===== config.mk =====
export PLATFORM = sky130hd
export DESIGN_NAME = pwl_muldiv
export DESIGN_NICKNAME = d
export VERILOG_FILES = /design/src/hw/rtl/pwl_pkg.sv /design/src/hw/rtl/pwl_muldiv.sv
export SDC_FILE = /design/constraint.sdc
export NUM_CORES = 2
export LEC_CHECK = 0
export BUFFER_PORTS_ARGS = -buffer_cell sky130_fd_sc_hd__buf_2
export CAP_MARGIN = 20
export CELL_PAD_IN_SITES_DETAIL_PLACEMENT = 1
export CELL_PAD_IN_SITES_GLOBAL_PLACEMENT = 1
export CORE_UTILIZATION = 46
export CTS_CLUSTER_DIAMETER = 40
export DETAILED_ROUTE_END_ITERATION = 7
export PLACE_DENSITY = 0.81
export SYNTH_ARGS = -nofsm -noshare
export SYNTH_HDL_FRONTEND = slang
export SYNTH_SLANG_ARGS = --single-unit

===== constraint.sdc =====
create_clock -name clk -period 3.2 [get_ports clk]
set_input_delay 0.96 -clock clk [delete_from_list [all_inputs] [get_ports clk]]
set_output_delay 0.96 -clock clk [all_outputs]
set_load 0.01 [all_outputs]

===== src/hw/rtl/pwl_pkg.sv =====
// Shared types and constants for the piecewise linear interpolation table unit.
// Used by every module under hw/rtl; depends on nothing else.
package pwl_pkg;

	localparam int unsigned VAL_W       = 32;
	localparam int unsigned PROD_W      = 2 * VAL_W;
	localparam int unsigned DIV_CNT_W   = $clog2(PROD_W);
	localparam int unsigned COUNT_OUT_W = 9;
	localparam int unsigned DEF_POINT_DEPTH = 256;

	typedef enum logic [1:0] {
		REQ_CLEAR = 2'd0,
		REQ_ADD   = 2'd1,
		REQ_FWD   = 2'd2,
		REQ_INV   = 2'd3
	} req_kind_t;

	typedef struct packed {
		req_kind_t          req_type;
		logic signed [31:0] x_value;
		logic signed [31:0] y_value;
	} pwl_req_t;

	typedef struct packed {
		logic signed [31:0] result_value;
		logic               hit;
		logic               accepted;
		logic [8:0]         point_count;
		logic               still_monotone;
	} pwl_rsp_t;

	typedef struct packed {
		logic signed [31:0] x;
		logic signed [31:0] y;
	} pwl_point_t;

	typedef enum logic [2:0] {
		ST_IDLE,
		ST_SCAN,
		ST_PREP,
		ST_DIV,
		ST_DONE
	} pwl_state_t;

endpackage


===== src/hw/rtl/pwl_muldiv.sv =====
// Serial unit for floor(a * m / b) on 32-bit unsigned operands.
// One registered multiply, then one restoring division bit per cycle; uses pwl_pkg.
module pwl_muldiv import pwl_pkg::*; (
	input  logic              clk,
	input  logic              arst_n,
	input  logic              start,
	input  logic [VAL_W-1:0]  a,
	input  logic [VAL_W-1:0]  m,
	input  logic [VAL_W-1:0]  b,
	output logic              done,
	output logic [VAL_W-1:0]  quo
);

	logic [PROD_W-1:0]    prod_q;
	logic [VAL_W-1:0]     b_q;
	logic [VAL_W-1:0]     rem_q;
	logic [VAL_W-1:0]     quo_q;
	logic [DIV_CNT_W-1:0] cnt_q;
	logic                 busy_q;
	logic                 done_q;
	logic [VAL_W:0]       rem_nx;
	logic                 ge;

	assign rem_nx = {rem_q, prod_q[PROD_W-1]};
	assign ge     = (rem_nx >= {1'b0, b_q});

	always_ff @(posedge clk or negedge arst_n) begin
		if (!arst_n) begin
			busy_q <= 1'b0;
			done_q <= 1'b0;
			cnt_q  <= '0;
		end else begin
			done_q <= 1'b0;
			if (start) begin
				busy_q <= 1'b1;
				cnt_q  <= '0;
			end else if (busy_q) begin
				cnt_q <= cnt_q + 1'b1;
				if (cnt_q == DIV_CNT_W'(PROD_W - 1)) begin
					busy_q <= 1'b0;
					done_q <= 1'b1;
				end
			end
		end
	end

	always_ff @(posedge clk) begin
		if (start) begin
			prod_q <= PROD_W'(a) * PROD_W'(m);
			b_q    <= b;
			rem_q  <= '0;
			quo_q  <= '0;
		end else if (busy_q) begin
			prod_q <= {prod_q[PROD_W-2:0], 1'b0};
			rem_q  <= ge ? VAL_W'(rem_nx - {1'b0, b_q}) : rem_nx[VAL_W-1:0];
			quo_q  <= {quo_q[VAL_W-2:0], ge};
		end
	end

	assign done = done_q;
	assign quo  = quo_q;

endmodule


==> flow_summary.toml <==
[finish]
fin_nets = 6214
drive_gt1_share_pct = 25.7
regArea_mm2 = 0.00437
area_growth_pct = 24.4
fin_cells = 6107
multi_input_area_mm2 = 0.0355
nFillCells = 9656
utilization_pct = 58.1

[drt]
wl_per_cell_um = 32.1
vias = 38200
drc = 0
wirelength_um = 196000
viasPerCell = 6.26
drtIter0Drc = 4198
final_antenna_net_count = 0
firstDrtPassIters = 7

[critical_path]
crit_path_end_kind = "flop"
worst-path-buf-inv = 11
reg2reg_depth = 12
worstPathArrival_ns = 9.47
cp_max_fo = 17
ff2ff_setup_slack_ns = 0.10
start_kind = "input port"
critPathSlowestCell = "fa_1"
r2r-end = "rem_q[15]"
rr_startpoint = "b_q[1]"
cp_top_family = "adder cells"
crit_top_cell = "fa_1"
critPathKind = "input port to flop"
critPathRequiredTime_ns = 3.40
cp_slowest_stage_delay_ns = 1.06

[synthesis]
synth_ff_type = "edfxtp_1"
async_reset_ff_share_pct = 4.76
yosysMostFrequentCell = "fa_1"
syn_nets = 5758
ys_seq_area_share_pct = 10.5
syn_avg_cell_area_um2 = 9.30
synth_top_area_share_pct = 43.2
ys_top_cells_by_count = "897 x fa_1, 888 x inv_1, 594 x and2_1, 555 x nand2_1, 296 x ha_1"
synth_edf_count = 96
synth_cell_types = 66
syn_inst = 4466
ys_warn_count = 0
synthesis.area_mm2 = 0.0415
synth-seq-cells = 168
synthTopCellsByArea = "fa_1 43%, and2_1 8.9%, ha_1 8.9%, inv_1 8.0%, edfxtp_1 6.9%"
synth.largest_area_cell = "fa_1"

[timing]
fmax_mhz = 108
worst_slack_ns = -6.07
slew_violations = 0
finalHoldViolations = 0
finalCritPeriodShare_pct = 290
worst_pin_slew_ns = 0.768
rsz0062_at_grt = "yes"
period_needed_ns = 9.27
setup_viol_count_final = 60
worst_clock_skew_ns = 0.0170
relSlewSlack_pct = 48.8
holdWs_ns = 0.350

[place]
port_buffers = 131
dp_slack_ns = -5.36
dp.cells = 5947
hpwl_um = 111000
gp_congestion = 0.929

[run_status]
failed_checks = "setup timing"
status = "complete, but fails checks"

[die]
start_util_pct = 46.7
placementRows = 109
core_area_mm2 = 0.0889
die_x_um = 302
dieArea_mm2 = 0.0915
io_pins = 132
die_h_um = 302

[cts]
cts_hold_buf = 0
clk_pin_slew_worst_paths_ns = 0.08
clk_path_buf_depth = 2
root_buffer = "clkbuf_16"
cts_tree = "done"
clk_latency_ns = 0.45
clkSinkCount = 168
htree_levels = 4
cts_buffers = 17

[worst_hold_path]
hp-class = "input port to asynchronous set/reset pin"

[flow_run]
cap_violations = 0

[grt]
grt_pass1_vias = 42200
grt_max_degree = 108
grt_pass1_wl_um = 251000
antenna_found_initial = 10
overflow = 0
track_usage_pct = 36.3
[repair_timing]
item | CTS | global route
pin swaps | 213 | 142
endpoints found under the setup margin | 61 | 93
gates resized for setup | 576 | 263
setup buffers | 67 | 51
cloned | 5 | 4
[worst reg2reg max path, delay by kind of cell (launching register included)]
family	cells	cell delay, ns
compound gates	7	1.50
fa+ha+maj	1	0.31
buf+inv	2	0.23
flops	1	0.44
simple gates	2	0.50
[cell usage in the layout (no fill, tap or decap), types with 14 or more instances in the layout]
cell type  instances
mux2_2            15
fa_2              87
fa_1             810
nand2_2           18
mux2i_1           33
nand3_1           20
and2_4            76
nor2_1           107
nand2_1          521
o21ai_0           39
xnor2_2           18
edfxtp_1          96
nand4_1           35
inv_1            828
buf_12            37
inv_2             59
dfxtp_1           64
mux2_4            32
ha_4              57
ha_1             237
xnor2_1           31
buf_8             24
a21o_1            49
buf_4            425
buf_2             79
a311oi_1          27
o21ai_1           14
and2_1           518
a21oi_4           19
o21ai_2           21
a21oi_1           70
clkbuf_16         25
buf_6            116
nand2_4           15
xor2_1            29
o21bai_1          15
a21oi_2           28
[worst max path at each step]
stage,from,endpoint,slack (ns),cells after the start
finish,m[2],prod_q[45],-6.07,27
CTS,a[19],prod_q[52],-4.32,24
detailed placement,m[8],prod_q[50],-5.36,23
global route,m[2],prod_q[45],-5.87,27
floorplan,m[7],prod_q[51],-4.39,25
global placement,a[19],prod_q[58],-5.04,24
[routing by layer]
metal	wire length (um)	part of all wire [%]	track usage (%)	vias to the layer above
met5	53	0.027	0	-
met3	23200	12	7.88	1572
met4	21500	11	26.0	8
li1	-	-	-	14400
met1	63400	32	39.6	18900
met2	87700	45	62.8	3314
[through the flow]
stage               setup TNS, ns  cell area [um^2]
global route              -276.98             51600
detailed placement        -274.34             46700
CTS                       -220.68             50200
finish                    -280.99             51600
floorplan                 -217.99             42500
global placement          -261.64             46700
[state kept, by name, indices dropped and copies added (netlist names)]
name and cells:
cnt_q 6, rem_q 32, done 1, busy_q 1
prod_q 64, quo 32, b_q 32
[final cells by class]
class	instances	share of cell area [%]
Clock buffer	22	1.02
Tap cell	1165	2.82
Timing Repair Buffer	695	12.3
Sequential cell	168	8.46
Clock inverter	10	0.177
Multi-Input combinational cell	3152	68.7
Antenna cell	7	0.0339
Inverter	888	6.46
[logic make-up after synthesis]
group,after synthesis,synth area share [%]
fa+ha+maj,1193,52.2
xor+xnor,83,1.75
simple gates,1420,17.3
flops,168,10.5
compound gates,376,5.86
buf+inv,1146,10.4
mux,80,2.07
Power is not shown: default switching activity piles up to over one toggle a cycle in this logic, so the estimate is an artifact.
