`src/hw/rtl/pwl_pkg.sv`:
```
// Shared types and constants for the piecewise linear interpolation table unit.
// Used by every module under hw/rtl; depends on nothing else.
package pwl_pkg;

	localparam int unsigned VAL_W       = 32;
	localparam int unsigned PROD_W      = 2 * VAL_W;
	localparam int unsigned DIV_CNT_W   = $clog2(PROD_W);
	localparam int unsigned COUNT_OUT_W = 9;
	localparam int unsigned DEF_POINT_DEPTH = 256;

	typedef enum logic [1:0] {
		REQ_CLEAR = 2'd0,
		REQ_ADD   = 2'd1,
		REQ_FWD   = 2'd2,
		REQ_INV   = 2'd3
	} req_kind_t;

	typedef struct packed {
		req_kind_t          req_type;
		logic signed [31:0] x_value;
		logic signed [31:0] y_value;
	} pwl_req_t;

	typedef struct packed {
		logic signed [31:0] result_value;
		logic               hit;
		logic               accepted;
		logic [8:0]         point_count;
		logic               still_monotone;
	} pwl_rsp_t;

	typedef struct packed {
		logic signed [31:0] x;
		logic signed [31:0] y;
	} pwl_point_t;

	typedef enum logic [2:0] {
		ST_IDLE,
		ST_SCAN,
		ST_PREP,
		ST_DIV,
		ST_DONE
	} pwl_state_t;

endpackage

```
`src/hw/rtl/pwl_cell.sv`:
```
// One breakpoint cell of the table chain: holds a single (x,y) point.
// Depends on pwl_pkg for the point type.
module pwl_cell import pwl_pkg::*; (
	input  logic       clk,
	input  logic       load_en,
	input  pwl_point_t load_pt,
	input  logic       shift_en,
	input  pwl_point_t next_pt,
	output pwl_point_t pt
);

	pwl_point_t pt_q;

	// A new point is written only while the chain is at rest, so the two
	// enables never meet.
	always_ff @(posedge clk) begin
		if (load_en) begin
			pt_q <= load_pt;
		end else if (shift_en) begin
			pt_q <= next_pt;
		end
	end

	assign pt = pt_q;

endmodule

```
`config.mk`:
```
export PLATFORM = sky130hd
export DESIGN_NAME = pwl_cell
export DESIGN_NICKNAME = d
export VERILOG_FILES = /design/src/hw/rtl/pwl_pkg.sv /design/src/hw/rtl/pwl_cell.sv
export SDC_FILE = /design/constraint.sdc
export NUM_CORES = 1
export LEC_CHECK = 0
export ABC_AREA = 1
export BUFFER_PORTS_ARGS = -buffer_cell sky130_fd_sc_hd__buf_2
export CORE_UTILIZATION = 44
export CTS_CLUSTER_DIAMETER = 80
export DETAILED_ROUTE_END_ITERATION = 16
export GPL_ROUTABILITY_DRIVEN = 0
export PLACE_DENSITY = 0.89
export REMOVE_ABC_BUFFERS = 1
export SYNTH_ARGS = -nofsm -noshare
export SYNTH_HDL_FRONTEND = slang
export SYNTH_SLANG_ARGS = --single-unit
```
`constraint.sdc`:
```
create_clock -name clk -period 2.9 [get_ports clk]
set_input_delay 0.435 -clock clk [delete_from_list [all_inputs] [get_ports clk]]
set_output_delay 0.435 -clock clk [all_outputs]
set_load 0.01 [all_outputs]
```
==> summary.md, run 1 <==
| Metric | Value |
|---|---|
| Hold-fix buffers, CTS | `0` |
| Most frequent cells in the layout | `buf_2, nand2_1, edfxtp_1` |
| Critical path capture point type | `flop` |
| Period utilisation layout | `66.6%` |
| Core Util, Final | `65.3%` |
| CTS Buffer Depth | `2` |
| Core area | `5990 um2` |
| Synth Register Bits | `64` |
| # nets final | `596` |
| WS Path Type | `in -> reg` |
| Total Wirelength | `6.80 mm` |
| Clock root cell | `clkbuf_8` |
| Worst Tran Pin Value | `1.22 ns` |
| Max-slew violation count | `0` |
| Yosys cell types | `6` |
| Top Layer Used | `met4` |
| Fill cell count | `487` |
| Syn_area_per_cell | `10.2 um2` |
| Row cnt | `28` |
| Fraction of layout cells with a size suffix above 1 | `44.5%` |
| # setup viols final | `0` |
| Max-cap viol count | `0` |
| Max IR drop VDD | `372 uV` |
| Met3 Wirelength | `454 um` |
| Largest net degree at the start of global routing | `66` |
| WP data arrival | `2.00 ns` |
| Total GRT Usage | `21.0%` |
| Synth Warn # | `0` |
| Antenna violations before repair | `0` |
| # port buffers | `194` |
| Max reg flops | `64` |
| DRT Pass-1 Iters | `4` |
| Starting Density | `46.0%` |
| Synth Cell Area | `2760 um2` |
| Most common cell after layout, fill and taps aside | `buf_2` |
| GR Overflow Total | `0` |
| Met2 wire len | `3.58 mm` |
| Area Overhead vs Synth | `41.9%` |
| TritonCTS Sinks | `64` |
| Slew headroom | `18.6%` |
| TritonCTS clock tree | `built` |
| Antenna cells | `0` |
| # IOs | `195` |
| Die X | `81.1 um` |
| Post-Synthesis Cells | `271` |
| Power density cells | `566 nW/um2` |
| Detail Route Antenna Nets | `0` |
| # Post-CTS Setup Buffers | `0` |
| Number of global-route vias before repair | `2255` |
| Drt first-iter violations | `80` |
| Routed len/inst | `12.5 um` |
| Post-synthesis sequential area ratio | `69.8%` |
| RSZ-0062 raised after global routing | `no` |
| Die H | `81.1 um` |
| Run status | `complete, no violations` |
| Global-route wire length before repair | `10.0 mm` |
| Lkg Pwr | `2.10 nW` |
| Total Neg Setup Slack | `0 ns` |
| Final Critical Period | `1.93 ns` |
| DR vias/cell | `4.54` |
| Worst setup SP type | `input port` |
| DRC | `0` |
| Detail Placement HPWL | `5.06 mm` |
| Die Area | `6580 um2` |
| Post-CTS resize count | `0` |
| Fmax achieved | `518 MHz` |
| Max FO, Critical Path | `65` |
| Fin. Hold Viols | `0` |
| H-tree lvl count | `3` |
| HP Class | `in -> reg` |
| Via Count | `2474` |
| M1 WL | `2.60 mm` |
| Num CTS Buffers | `9` |
| Clk pin slew, worst setup/hold paths | `0.07 ns` |
| Req. time, crit path | `2.97 ns` |
worst max-delay path: stages:
cell and delay, ns:
buf_2 0.12, buf_4 0.52, inv_2 0.57, nand2_1 0.20
nand2_1 0.07
synthesized netlist by cell type, drive strengths merged:
cell type / instances / area share [%]
inv: 1 / 0.14
buf: 13 / 3.7
edfxtp: 64 / 70
nand2: 192 / 26
or2: 1 / 0.23
path summary, 6_finish.rpt:
path,slack [ns],end,startpoint,depth (start not counted)
worst max-delay path,0.97,pt[29]$_DFFE_PP_,load_en,5
worst min-delay path,0.37,pt[22]$_DFFE_PP_,next_pt[22],3
per-stage QoR:
stage	hold slack [ns]	cell area, um2	setup slack [ns]	std cells	total power [mW]
floorplan	0.614	2650	1.24	258	1.32
global placement	0.698	3730	0.715	529	1.53
detailed placement	0.703	3730	0.641	529	1.55
CTS	0.355	3910	1.00	545	2.24
global route	0.365	3910	0.838	545	2.32
finish	0.370	3910	0.969	545	2.21
layout make-up:
type	count	area [um2]	area share, %
clock buffer	10	128	3.26
multi-input combinational	193	727	18.6
clock inverter	6	50.0	1.28
inverter	1	3.75	0.0960
sequential	64	1920	49.2
tap	75	93.8	2.40
timing repair buffer	196	986	25.2
layer usage:
metal,track usage [%],vias to the layer above
met4,10.7,0
met3,5.62,19
li1,-,1257
met5,0,-
met1,21.7,1079
met2,38.7,119
cell families (layout without fill, tap and decap cells):
logic type	count (synthesis)	count (layout)	share of synthesized area, %
buffers and inverters	14	213	3.86
flip-flops	64	64	69.8
AND/OR/NAND/NOR	193	193	26.4
power by group:
| part | switching [mW] | internal, mW | leakage, nW | total, mW |
|---|---|---|---|---|
| combinational | 0.200 | 0.159 | 1.35 | 0.359 |
| sequential | 0.0243 | 1.14 | 0.659 | 1.16 |
| clock | 0.310 | 0.384 | 0.0902 | 0.694 |
Note: power is estimated with default switching activity, not from simulation.
==> run 2, diff against run 1 <==
--- a/config.mk
+++ b/config.mk
@@ -5,13 +5,13 @@
 export SDC_FILE = /design/constraint.sdc
 export NUM_CORES = 1
 export LEC_CHECK = 0
-export ABC_AREA = 1
+export ABC_AREA = 0
 export BUFFER_PORTS_ARGS = -buffer_cell sky130_fd_sc_hd__buf_2
-export CORE_UTILIZATION = 44
+export CORE_UTILIZATION = 42
 export CTS_CLUSTER_DIAMETER = 80
 export DETAILED_ROUTE_END_ITERATION = 16
 export GPL_ROUTABILITY_DRIVEN = 0
-export PLACE_DENSITY = 0.89
+export PLACE_DENSITY = 0.85
 export REMOVE_ABC_BUFFERS = 1
 export SYNTH_ARGS = -nofsm -noshare
 export SYNTH_HDL_FRONTEND = slang
==> constraint.sdc (replaced) <==
create_clock -name clk -period 1.8 [get_ports clk]
set_input_delay 0.27 -clock clk [delete_from_list [all_inputs] [get_ports clk]]
set_output_delay 0.27 -clock clk [all_outputs]
set_load 0.01 [all_outputs]
==> run 2 against run 1 <==
Clock power grew 69%. Global-route usage down 1.2 points. Setup slack lost 0.31 ns. Largest power group unchanged. Combinational power up 85%. Largest cell class unchanged. Via count is 19% lower. Flip-flop and latch count unchanged. Clock-buffer cell count unchanged. Area after synthesis up 5.4%. Wire length is 6.5% higher.
==> summary.md, run 2 <==
| Metric | Value |
|---|---|
| Run status | `complete, no violations` |
| Post-synthesis xor/xnor area fraction | `0% (unchanged)` |
| Num CTS Buffers | `9 (unchanged)` |
| Fraction of layout cells with a size suffix above 1 | `81.0% (+37 points)` |
| Drt first-iter violations | `114 (+43%)` |
| WS Path Type | `reg -> out` |
| Top delay family on crit path | `flip-flops` |
| Min setup slack post-route | `0.663 ns (-0.306 ns)` |
| Post-Synthesis Cells | `136 (-50%)` |
| Synth Area in Compound Gates | `0% (unchanged)` |
| Post-CTS resize count | `0 (unchanged)` |
| Synth Area in Adders | `0% (unchanged)` |
| Synth Warn # | `0 (unchanged)` |
| DR vias/cell | `4.75 (+4.7%)` |
| Starting Density | `44.7% (-1.3 points)` |
| Max reg flops | `64 (unchanged)` |
| Antenna violations before repair | `0 (unchanged)` |
| Critical path capture point type | `primary output` |
| Fmax achieved | `879 MHz` |
| Power density cells | `893 nW/um2 (+58%)` |
| Antenna cells | `0 (unchanged)` |
| Clock root cell | `clkbuf_8` |
| Leading area contributor after synthesis | `edfxtp_1` |
| Largest stage delay, worst path | `0.38 ns (-0.19 ns)` |
| # IOs | `195 (unchanged)` |
| Die H | `85.2 um (+5.0%)` |
| Die Area | `7250 um2 (+10%)` |
| Period utilisation layout | `63.2%` |
| # nets final | `469 (-21%)` |
| Syn_area_per_cell | `21.4 um2 (+110%)` |
| Yosys cell types | `6 (unchanged)` |
| Hold-fix buffers, CTS | `0 (unchanged)` |
| TritonCTS Sinks | `64 (unchanged)` |
| Worst Tran Pin Value | `0.510 ns (-0.711 ns)` |
| H-tree lvl count | `3 (unchanged)` |
| Fin. Hold Viols | `0 (unchanged)` |
| Synth Cell Area | `2910 um2 (+5.4%)` |
| Final Critical Period | `1.14 ns` |
| CP Capture Point | `pt[19]` |
| Post-DP Area | `3960 um2 (+6.0%)` |
| Detail Route Antenna Nets | `0 (unchanged)` |
| Area Overhead vs Synth | `42.7%` |
| Total Wirelength | `7.25 mm (+6.5%)` |
| Final instance area | `4150 um2 (+6.0%)` |
| Simple-gate area share of the yosys netlist | `0.215% (-26 points)` |
| Slew headroom | `66.0% (+47 points)` |
| Dpl ws | `0.449 ns (-0.193 ns)` |
| Largest net degree at the start of global routing | `41 (-38%)` |
| GR Overflow Total | `0 (unchanged)` |
| Routed len/inst | `17.3 um (+38%)` |
| CTS Buffer Depth | `2 (unchanged)` |
| RSZ-0062 raised after global routing | `no` |
| Core area | `6490 um2 (+8.4%)` |
| Global-route wire length before repair | `10.5 mm (+4.6%)` |
| Number of global-route vias before repair | `1990 (-12%)` |
| Synth Register Bits | `64 (unchanged)` |
| Top cells by count, synth | `edfxtp_1, mux2_4, mux2_2, buf_6` |
| Count leader, synth | `edfxtp_1` |
| Via Count | `1997 (-19%)` |
| Most frequent cells in the layout | `buf_2, edfxtp_1, mux2_4` |
| Asr flop ratio synth | `0% (unchanged)` |
| Post-synth top flop | `edfxtp_1` |
| Top post-synthesis cells by area | `edfxtp_1, mux2_4, mux2_2` |
| Worst setup SP type | `flop` |
| HP Class | `in -> reg` |
| WP data arrival | `0.87 ns (-1.13 ns)` |
| Max FO, Critical Path | `1 (-98%)` |
| Worst Setup SP | `pt[19]$_DFFE_PP_` |
| Lkg Pwr | `2.00 nW (-4.7%)` |
| DRT Pass-1 Iters | `4 (unchanged)` |
| Critical path depth | `1 (-4)` |
| Req. time, crit path | `1.53 ns (-1.44 ns)` |
| Post-synthesis sequential area ratio | `66.1% (-3.6 points)` |
| Die X | `85.2 um (+5.0%)` |
| Detail Placement HPWL | `5.58 mm (+10%)` |
| Largest family of logic cells by synthesized area | `multiplexers` |
| Max IR drop VDD | `417 uV (+12%)` |
| Fill cell count | `494 (+1.4%)` |
| Max-slew violation count | `0 (unchanged)` |
| TritonCTS clock tree | `built` |
| # setup viols final | `0 (unchanged)` |
| Max-cap viol count | `0 (unchanged)` |
| Clk pin slew, worst setup/hold paths | `0.08 ns (about the same)` |
| Yosys top cell area share | `66.1% (-3.6 points)` |
| Worst Path Buf+Inv | `1 (-2)` |
| Total GRT Usage | `19.8% (-1.2 points)` |
| Critical-path top delay cell | `edfxtp_1` |
| Proportion of synthesized area in mux cells | `31.1% (+31 points)` |
| Pwr Total | `3.70 mW (+67%)` |
| Most common cell after layout, fill and taps aside | `buf_2` |
| # Post-CTS Setup Buffers | `0 (unchanged)` |
| CP Cell Sequence | `buf_2` |
| DRC | `0 (unchanged)` |
| Row cnt | `29 (+3.6%)` |
| EDFF count, synth | `64 (unchanged)` |
| # port buffers | `194 (unchanged)` |
-- run 2: report_power, final --
part | switching, mW | internal [mW] | total, mW
sequential | 0.0390 | 1.83 | 1.87
clock | 0.538 | 0.632 | 1.17
combinational | 0.296 | 0.367 | 0.663
total | 0.873 | 2.83 | 3.70
-- run 2: final cells by class --
class / count / area (um2) / area share [%]
repair buffers: 198 / 1030 / 24.8
well taps: 77 / 96.3 / 2.32
flip-flops and latches: 64 / 1920 / 46.4
multi-input cells: 65 / 911 / 22.0
clock buffers: 10 / 128 / 3.08
clock inverters: 6 / 60.1 / 1.45
-- run 2: metrics by stage --
stage / TNS [ns] / util, % / cells / hold WS (ns)
after detailed placement: 0 / 60.9 / 404 / 0.574
after CTS: 0 / 63.8 / 420 / 0.223
after global placement: 0 / 60.9 / 404 / 0.569
after floorplan: -20.84 / - / 129 / 0.487
after global routing: 0 / 63.8 / 420 / 0.219
final: 0 / 63.8 / 420 / 0.237
-- run 2: routing by layer --
metal / vias up / share of wire, % / global-route usage, %
li1: 938 / - / -
met1: 932 / 35 / 21.3
met2: 113 / 53 / 35.3
met3: 14 / 9.5 / 6.52
met4: 0 / 2.2 / 8.78
met5: - / 0 / 0
-- run 2: cells by family (layout without fill, tap and decap cells) --
| kind of cell | after synthesis | in the layout |
|---|---|---|
| flops | 64 | 64 |
| buf+inv | 7 | 214 |
| mux | 64 | 64 |
| simple gates | 1 | 1 |
-- run 2: worst min-delay path by stage --
stage	cells after the start	endpoint	slack, ns	startpoint
2_1_floorplan	1	pt[12]$_DFFE_PP_	0.49	load_pt[12]
3_3_place_gp	2	pt[47]$_DFFE_PP_	0.57	load_pt[47]
3_5_place_dp	2	pt[32]$_DFFE_PP_	0.57	next_pt[32]
4_1_cts	2	pt[44]$_DFFE_PP_	0.22	next_pt[44]
5_1_grt	2	pt[44]$_DFFE_PP_	0.22	next_pt[44]
6_report	2	pt[44]$_DFFE_PP_	0.24	next_pt[44]
==> run 3, diff against run 2 <==
==> constraint.sdc (replaced) <==
create_clock -name clk -period 1.06 [get_ports clk]
set_input_delay 0.159 -clock clk [delete_from_list [all_inputs] [get_ports clk]]
set_output_delay 0.159 -clock clk [all_outputs]
set_load 0.01 [all_outputs]
==> run 3 against run 2 <==
Clock power grew 89%. Final cell count up 0.24%. Combinational power is 72% higher. First-iteration DRC count shrank 50%. Global-route usage up 0.52 points. Total power grew 76%. Largest cell class unchanged.
==> summary.md, run 3 (synthesis results as in run 2) <==
| Metric | Value |
|---|---|
| Run status | `complete, no violations` |
| Num CTS Buffers | `9 (unchanged)` |
| Critical path capture point type | `primary output` |
| Max-slew violation count | `0 (unchanged)` |
| RSZ-0062 raised after global routing | `no` |
| Clock share of power | `33.9% (+2.3 points)` |
| Worst hold stages | `2 (unchanged)` |
| Critical-path top delay cell | `edfxtp_1` |
| Area Overhead vs Synth | `44.3%` |
| Post-CTS resize count | `0 (unchanged)` |
| Detail Route Antenna Nets | `0 (unchanged)` |
| Final instance area | `4190 um2 (+1.1%)` |
| Worst Min Path Start | `next_pt[55]` |
| Top delay family on crit path | `flip-flops` |
| DRT Pass-1 Iters | `4 (unchanged)` |
| Switching Fraction | `22.6% (-0.99 points)` |
| Via Count | `2036 (+2.0%)` |
| # setup viols final | `0 (unchanged)` |
| Global-route wire length before repair | `10.6 mm (+1.6%)` |
| Max reg flops | `64 (unchanged)` |
| Lkg Pwr | `2.02 nW (+1.2%)` |
| WS Path Type | `reg -> out` |
| Flop pwr share | `48.7% (-1.8 points)` |
| Period utilisation layout | `96.8%` |
| Most frequent cells in the layout | `buf_2, edfxtp_1, mux2_4` |
| Critical path depth | `1 (unchanged)` |
| Routed len/inst | `17.3 um (+0.46%)` |
| Worst Setup SP | `pt[48]$_DFFE_PP_` |
| Power share of the combinational group | `17.5% (-0.4 points)` |
| Die X | `85.2 um (unchanged)` |
| GR Overflow Total | `0 (unchanged)` |
| Row cnt | `29 (unchanged)` |
| Antenna violations before repair | `0 (unchanged)` |
| Internal Power | `5.04 mW (+78%)` |
| Post-DP Area | `3990 um2 (+0.82%)` |
| Worst hold slack | `0.120 ns (-0.117 ns)` |
| Max IR drop VDD | `711 uV (+70%)` |
| Total Wirelength | `7.30 mm (+0.70%)` |
| Starting Density | `44.7% (unchanged)` |
| # nets final | `470 (+0.21%)` |
| Final Critical Period | `1.03 ns` |
| TritonCTS clock tree | `built` |
| Die H | `85.2 um (unchanged)` |
| WP data arrival | `0.87 ns (about the same)` |
| Largest stage delay, worst path | `0.38 ns (about the same)` |
| Total Neg Setup Slack | `0 ns (unchanged)` |
| Max-cap viol count | `0 (unchanged)` |
| DR vias/cell | `4.84 (+1.7%)` |
| Total GRT Usage | `20.3% (+0.52 points)` |
| H-tree lvl count | `3 (unchanged)` |
| Req. time, crit path | `0.90 ns (-0.63 ns)` |
| DRC | `0 (unchanged)` |
| Dpl ws | `-0.108 ns (-0.557 ns)` |
| Die Area | `7250 um2 (unchanged)` |
| Worst Path Buf+Inv | `1 (unchanged)` |
| # port buffers | `194 (unchanged)` |
| TritonCTS Sinks | `64 (unchanged)` |
| Hold-fix buffers, CTS | `0 (unchanged)` |
| Largest net degree at the start of global routing | `33 (-20%)` |
| Worst Tran Pin Value | `0.216 ns (-0.294 ns)` |
| Clock root cell | `clkbuf_8` |
| Number of global-route vias before repair | `2076 (+4.3%)` |
| CP Cell Sequence | `buf_2` |
| Drt first-iter violations | `57 (-50%)` |
| Slew headroom | `85.6% (+20 points)` |
| Antenna cells | `0 (unchanged)` |
| Core Util, Final | `64.6% (+0.73 points)` |
| CTS Buffer Depth | `2 (unchanged)` |
| Fmax achieved | `975 MHz` |
| # IOs | `195 (unchanged)` |
| Most common cell after layout, fill and taps aside | `buf_2` |
| Min setup slack post-route | `0.0340 ns (-0.629 ns)` |
| Power density cells | `1550 nW/um2 (+74%)` |
| Fin. Hold Viols | `0 (unchanged)` |
| Max FO, Critical Path | `1 (unchanged)` |
| Worst setup SP type | `flop` |
| Fraction of layout cells with a size suffix above 1 | `79.9% (-1.1 points)` |
| HP Class | `in -> reg` |
| Core area | `6490 um2 (unchanged)` |
| # Post-CTS Setup Buffers | `0 (unchanged)` |
| Clk pin slew, worst setup/hold paths | `0.07 ns (about the same)` |
| Psw | `1.47 mW (+69%)` |
run 3: changes by cell type in the layout (fill, tap and decap cells not counted), sizes merged:
cell / delta
clkinvlp: -2
buf: +1
clkbuf: +1
bufinv: +1
run 3: stage by stage:
stage | power (mW) | instances
floorplan | 3.72 | 129
global placement | 4.34 | 405
detailed placement | 4.38 | 405
CTS | 6.58 | 421
global route | 6.75 | 421
finish | 6.52 | 421
run 3: per-layer routing:
layer	wire [um]	track usage, %
met5	0	0
met4	155	9.86
met3	658	6.23
met2	3960	37.2
met1	2530	21.0
run 3: final cells by class:
class	instances	area, um2
Fill cell	473	2300
Sequential cell	64	1920
Timing Repair Buffer	199	1060
Multi-Input combinational cell	65	911
Clock buffer	11	131
Tap cell	77	96.3
Clock inverter	5	71.3
run 3: worst paths after layout:
path / endpoint / slack, ns
max: pt[48] / 0.03
min: pt[55]$_DFFE_PP_ / 0.12
run 3: power by group through the flow:
stage	Combinational, mW	Sequential, mW	Clock, mW
after global placement	1.11	3.22	0
final	1.14	3.17	2.21
after global routing	1.21	3.20	2.34
after floorplan	0.323	3.40	0
after CTS	1.15	3.18	2.25
after detailed placement	1.15	3.23	0
